<file path="config.mk">
export PLATFORM = sky130hd
export DESIGN_NAME = nccm_ctrl
export DESIGN_NICKNAME = d
export VERILOG_FILES = /design/src/nccm_pkg.sv /design/src/nccm_ctrl.sv
export SDC_FILE = /design/constraint.sdc
export NUM_CORES = 1
export LEC_CHECK = 0
export ABC_AREA = 0
export BUFFER_PORTS_ARGS = -buffer_cell sky130_fd_sc_hd__buf_2
export CORE_AREA = 2 2 39 41
export CTS_CLUSTER_SIZE = 20
export DETAILED_ROUTE_END_ITERATION = 16
export DIE_AREA = 0 0 41 43
export PLACE_DENSITY = 0.59
export RECOVER_POWER = 50
export SETUP_SLACK_MARGIN = 0.5
export SLEW_MARGIN = 15
export SYNTH_ARGS = -nofsm -noshare
export SYNTH_HDL_FRONTEND = slang
export SYNTH_SLANG_ARGS = --single-unit
</file>
<file path="constraint.sdc">
create_clock -name clk -period 3.4 [get_ports clk]
set_input_delay 0.85 -clock clk [delete_from_list [all_inputs] [get_ports clk]]
set_output_delay 0.85 -clock clk [all_outputs]
set_load 0.03 [all_outputs]
</file>
<file path="src/nccm_pkg.sv">
// ----------------------------------------------------------------------------
// nccm_pkg
// Shared sizes, register indexes and controller/datapath interface types for
// the normalized cross-correlation matcher.
// ----------------------------------------------------------------------------
package nccm_pkg;

  localparam int MAX_IMAGE_WIDTH     = 1024;
  localparam int MAX_IMAGE_HEIGHT    = 1024;
  localparam int MAX_TEMPLATE_WIDTH  = 8;
  localparam int MAX_TEMPLATE_HEIGHT = 8;

  localparam int PIX_W   = 8;
  localparam int SIZE_W  = 11;
  localparam int TSIZE_W = 4;
  localparam int THR_W   = 17;
  localparam int SCORE_W = 17;
  localparam int POS_W   = 10;
  localparam int ROW_W   = $clog2(MAX_IMAGE_HEIGHT);
  localparam int COL_W   = $clog2(MAX_IMAGE_WIDTH);
  localparam int TR_W    = $clog2(MAX_TEMPLATE_HEIGHT) > 0 ? $clog2(MAX_TEMPLATE_HEIGHT) : 1;
  localparam int TC_W    = $clog2(MAX_TEMPLATE_WIDTH) > 0 ? $clog2(MAX_TEMPLATE_WIDTH) : 1;
  localparam int TDEPTH  = MAX_TEMPLATE_WIDTH * MAX_TEMPLATE_HEIGHT;
  localparam int TADDR_W = $clog2(TDEPTH) > 0 ? $clog2(TDEPTH) : 1;
  localparam int TPOS_W  = TADDR_W + 1;
  localparam int LINE_W  = (MAX_TEMPLATE_HEIGHT - 1) * PIX_W;
  localparam int ACC_W   = 2 * PIX_W + $clog2(TDEPTH);
  localparam int HALF_W  = ACC_W / 2;
  localparam int PROD_W  = 2 * ACC_W;
  localparam int NUM_W   = ACC_W + 16;
  localparam int RREM_W  = ACC_W + 4;
  localparam int DREM_W  = ACC_W + 1;
  localparam int IT_W    = $clog2(NUM_W);
  localparam int SQRT_STEPS = PROD_W / 2;
  localparam int DIV_STEPS  = NUM_W;

  localparam logic [SCORE_W-1:0] SCORE_ONE = SCORE_W'(65536);

  localparam logic [2:0] REG_IMAGE_WIDTH     = 3'd0;
  localparam logic [2:0] REG_IMAGE_HEIGHT    = 3'd1;
  localparam logic [2:0] REG_TEMPLATE_WIDTH  = 3'd2;
  localparam logic [2:0] REG_TEMPLATE_HEIGHT = 3'd3;
  localparam logic [2:0] REG_MATCH_THRESHOLD = 3'd4;

  typedef struct packed {
    logic [SIZE_W-1:0]  image_width;
    logic [SIZE_W-1:0]  image_height;
    logic [TSIZE_W-1:0] template_width;
    logic [TSIZE_W-1:0] template_height;
    logic [THR_W-1:0]   match_threshold;
  } cfg_t;

  typedef struct packed {
    logic tpl_load;
    logic img_take;
    logic img_step;
    logic acc_start;
    logic mul0;
    logic mul1;
    logic sqrt_step;
    logic div_step;
    logic out_load;
  } cmd_t;

  typedef struct packed {
    logic full;
    logic acc_done;
    logic zero;
    logic sqrt_last;
    logic div_last;
  } status_t;

endpackage

</file>
<file path="src/nccm_ctrl.sv">
// ----------------------------------------------------------------------------
// nccm_ctrl
// Controller: sequences pixel handling, accumulation, root and division,
// and owns the result valid flag.
// ----------------------------------------------------------------------------
module nccm_ctrl (
  input  logic               clk,
  input  logic               rst_n,
  input  logic               in_valid,
  input  logic               in_action,
  output logic               in_ready,
  output logic               out_valid,
  input  logic               out_ready,
  input  nccm_pkg::status_t  st,
  output nccm_pkg::cmd_t     cmd
);

  typedef enum logic [2:0] {
    S_IDLE, S_LSTEP, S_ACC, S_MUL0, S_MUL1, S_SQRT, S_DIV, S_FIN
  } state_t;

  state_t state_r, state_nxt;
  logic   out_valid_r, out_valid_nxt;

  assign in_ready  = state_r == S_IDLE;
  assign out_valid = out_valid_r;

  always_comb begin
    cmd       = '0;
    state_nxt = state_r;
    unique case (state_r)
      S_IDLE: begin
        if (in_valid) begin
          if (in_action) begin
            cmd.img_take = 1'b1;
            state_nxt    = S_LSTEP;
          end else begin
            cmd.tpl_load = 1'b1;
          end
        end
      end
      S_LSTEP: begin
        cmd.img_step = 1'b1;
        if (st.full) begin
          cmd.acc_start = 1'b1;
          state_nxt     = S_ACC;
        end else begin
          state_nxt = S_IDLE;
        end
      end
      S_ACC: begin
        if (st.acc_done) state_nxt = st.zero ? S_FIN : S_MUL0;
      end
      S_MUL0: begin
        cmd.mul0  = 1'b1;
        state_nxt = S_MUL1;
      end
      S_MUL1: begin
        cmd.mul1  = 1'b1;
        state_nxt = S_SQRT;
      end
      S_SQRT: begin
        cmd.sqrt_step = 1'b1;
        if (st.sqrt_last) state_nxt = S_DIV;
      end
      S_DIV: begin
        cmd.div_step = 1'b1;
        if (st.div_last) state_nxt = S_FIN;
      end
      S_FIN: begin
        if (!out_valid_r || out_ready) begin
          cmd.out_load = 1'b1;
          state_nxt    = S_IDLE;
        end
      end
      default: state_nxt = S_IDLE;
    endcase
    out_valid_nxt = cmd.out_load ? 1'b1 : (out_ready ? 1'b0 : out_valid_r);
  end

  always_ff @(posedge clk) begin
    if (!rst_n) begin
      state_r     <= S_IDLE;
      out_valid_r <= 1'b0;
    end else begin
      state_r     <= state_nxt;
      out_valid_r <= out_valid_nxt;
    end
  end

endmodule
</file>
==> impl_results.md <==
* Outcome: completed
* Final Worst Setup Slack at 1.10 ns
* Post-CTS sizing at 0
* Vias in the first global route at 304
* Setup violators final at 0
* Pwr dens at 522 mW/mm^2
* Post-Syn Area at 342 sq um
* Vias at 335
* Critical Path End Type: primary output
* Cell count after placement at 73
* DR vias/cell at 4.41
* CP max FO at 13
* Layout fillers at 164
* IO Count at 21
* Final Hold Viols at 0
* Most frequent cells in the layout: 16 x buf_2, 4 x nand2_1, 4 x nor2_1, 4 x clkbuf_1, 4 x dfxtp_1
* Slowest-stage cell, CP: dfxtp_1
* Worst-Margin Slew at 0.431 ns
* Pin count of the biggest net entering global routing at 14
* Gp weighted congestion at 0.680
* Overflow after GRT at 0
* Synth warnings at 0
* Setup WS pre-CTS at 1.12 ns
* Wire length of the first global-routing pass at 1100 um
* Max cap viols at 0
* Synth Flop Type: dfxtp_1
* LEAKAGE at 0.216 nW
* Antenna Cells at 0
* #FFs+latches synth at 4
* 1st-pass router iterations at 2
* RSZ-0062 raised after global routing: no
* Port bufs at 20
* Initial core utilization at 24.7%
* Max_slew headroom at 71.2%
* CP Launch Type: flip-flop
* Crit path time final at 2.30 ns
* Share of cells above drive strength 1 at 35.0%
* Antenna violations before repair at 0
* CP arrival at 1.45 ns
* CP max stage delay at 0.58 ns
* CTS tree: yes
* Initial DRC count at 3
* Antenna Nets Post-Route at 0
* Mean Syn Cell Area at 8.33 sq um
* Fin nets at 72
* Yosys cell types at 24
* Setup Crit Path Kind: reg -> out
* Number of CTS-inserted buffers at 3
* Die area at 0.00176 sq mm
* Core area at 0.00138 sq mm
* DR WL/cell at 9.34 um
* Cell chosen for the clock root: clkbuf_4
* CP top delay family: flip-flops
* Post-Syn Nets at 51
* H-tree levels at 1
* Max rail drop VDD at 0.000174 V
* Hold crit path type: reg -> reg
* DP Wirelength at 532 um
* Crit path cell chain: nand3_1 -> and2b_1 -> buf_2
* Pwr Total at 0.000226 W
* Die Y at 43 um
* Post-Route WL at 710 um
* # rows at 14
* Post-CTS Hold Buffers at 0
* Residual DRC at 0
* Fmax at 434 MHz
* Die W at 41 um
* EDFF count, synth at 0
* Most common cell after layout, fill and taps aside: buf_2
* Critical path required time at 2.55 ns
* Worst-path clk slew at 0.04 ns
* Clock Tree Buf Depth at 2
* Setup Skew at 0.00272 ns
* CTS sink cnt at 4
* Non-Filler Instances at 76
* Clock latency on the worst-skew pair at 0.23 ns
* Setup Buffers After CTS at 0
* Post-synthesis sequential area ratio at 23.4%
* Setup TNS at 0 ns
* Asr flop ratio synth at 0%
* Max-slew violations at 0
* Post-Syn Instances at 41
* Area Overhead vs Synth at 26.7%
* Gr usage total at 9.13%
* Buf/Inv on CP at 1
* Fin crit share at 67.7%
==> worst register-to-register path: cells and delay by family (launching register included) <==
kind | cells | cell delay, ns
compound gates | 3 | 0.60
flops | 1 | 0.58
mux | 1 | 0.23
==> synth_stat cells, types with 2 or more instances <==
library cell  count  area, sq um
nor2_1            4         15.0
dfxtp_1           4         80.1
buf_6             2         22.5
and2_1            2         12.5
buf_4             2         15.0
nand2b_1          2         12.5
nor3b_1           3         22.5
nand2_1           4         15.0
mux2i_1           3         30.0
==> cells by family after synthesis <==
family / share of synthesized area (%)
compound gates: 17.6
buf+inv: 11.0
flops: 23.4
mux: 8.79
simple gates: 39.2
==> state kept, by name, summed over array words and instances, names as in the netlist <==
name	cells
state_r	3
out_valid	1
==> path summary, 6_finish.rpt <==
path	start	cells after the start	slack, ns	endpoint
setup / recovery	state_r[2]$_SDFFE_PN0P_	3	1.10	cmd[0]
hold / removal	out_valid$_SDFFE_PN0P_	2	0.55	out_valid$_SDFFE_PN0P_
setup reg to reg	state_r[2]$_SDFFE_PN0P_	4	1.92	state_r[2]$_SDFFE_PN0P_
hold reg to reg	out_valid$_SDFFE_PN0P_	2	0.55	out_valid$_SDFFE_PN0P_
==> final cells by class <==
type / instances / area, sq um / share of cell area [%]
repair buffers: 20 / 95.1 / 22.0
clock buffers: 3 / 22.5 / 5.20
multi-input cells: 33 / 215 / 49.7
well taps: 16 / 20.0 / 4.62
flip-flops and latches: 4 / 80.1 / 18.5
==> per-layer routing <==
metal  up-vias  share of wire (%)  GRT usage, %
met4         0                  0          8.00
met2        13                 47          13.4
met3         0                6.6          1.57
met1       140                 46          10.6
li1        182                  -             -
met5         -                  0             0
==> per-stage QoR <==
stage | hold slack, ns | cell area [sq um] | utilization, %
6_report | 0.552 | 433 | 31.3
3_3_place_gp | 0.532 | 424 | 30.7
4_1_cts | 0.555 | 447 | 32.3
3_5_place_dp | 0.550 | 424 | 30.7
2_1_floorplan | 0.565 | 342 | -
5_1_grt | 0.596 | 433 | 31.3
==> power by group <==
part / switching [W] / internal [W]
logic: 0.0000589 / 0.0000387
registers: 0.0000177 / 0.0000531
clock network: 0.0000183 / 0.0000394
total: 0.0000949 / 0.000131
No activity file was read; power rests on OpenSTA's default activity.
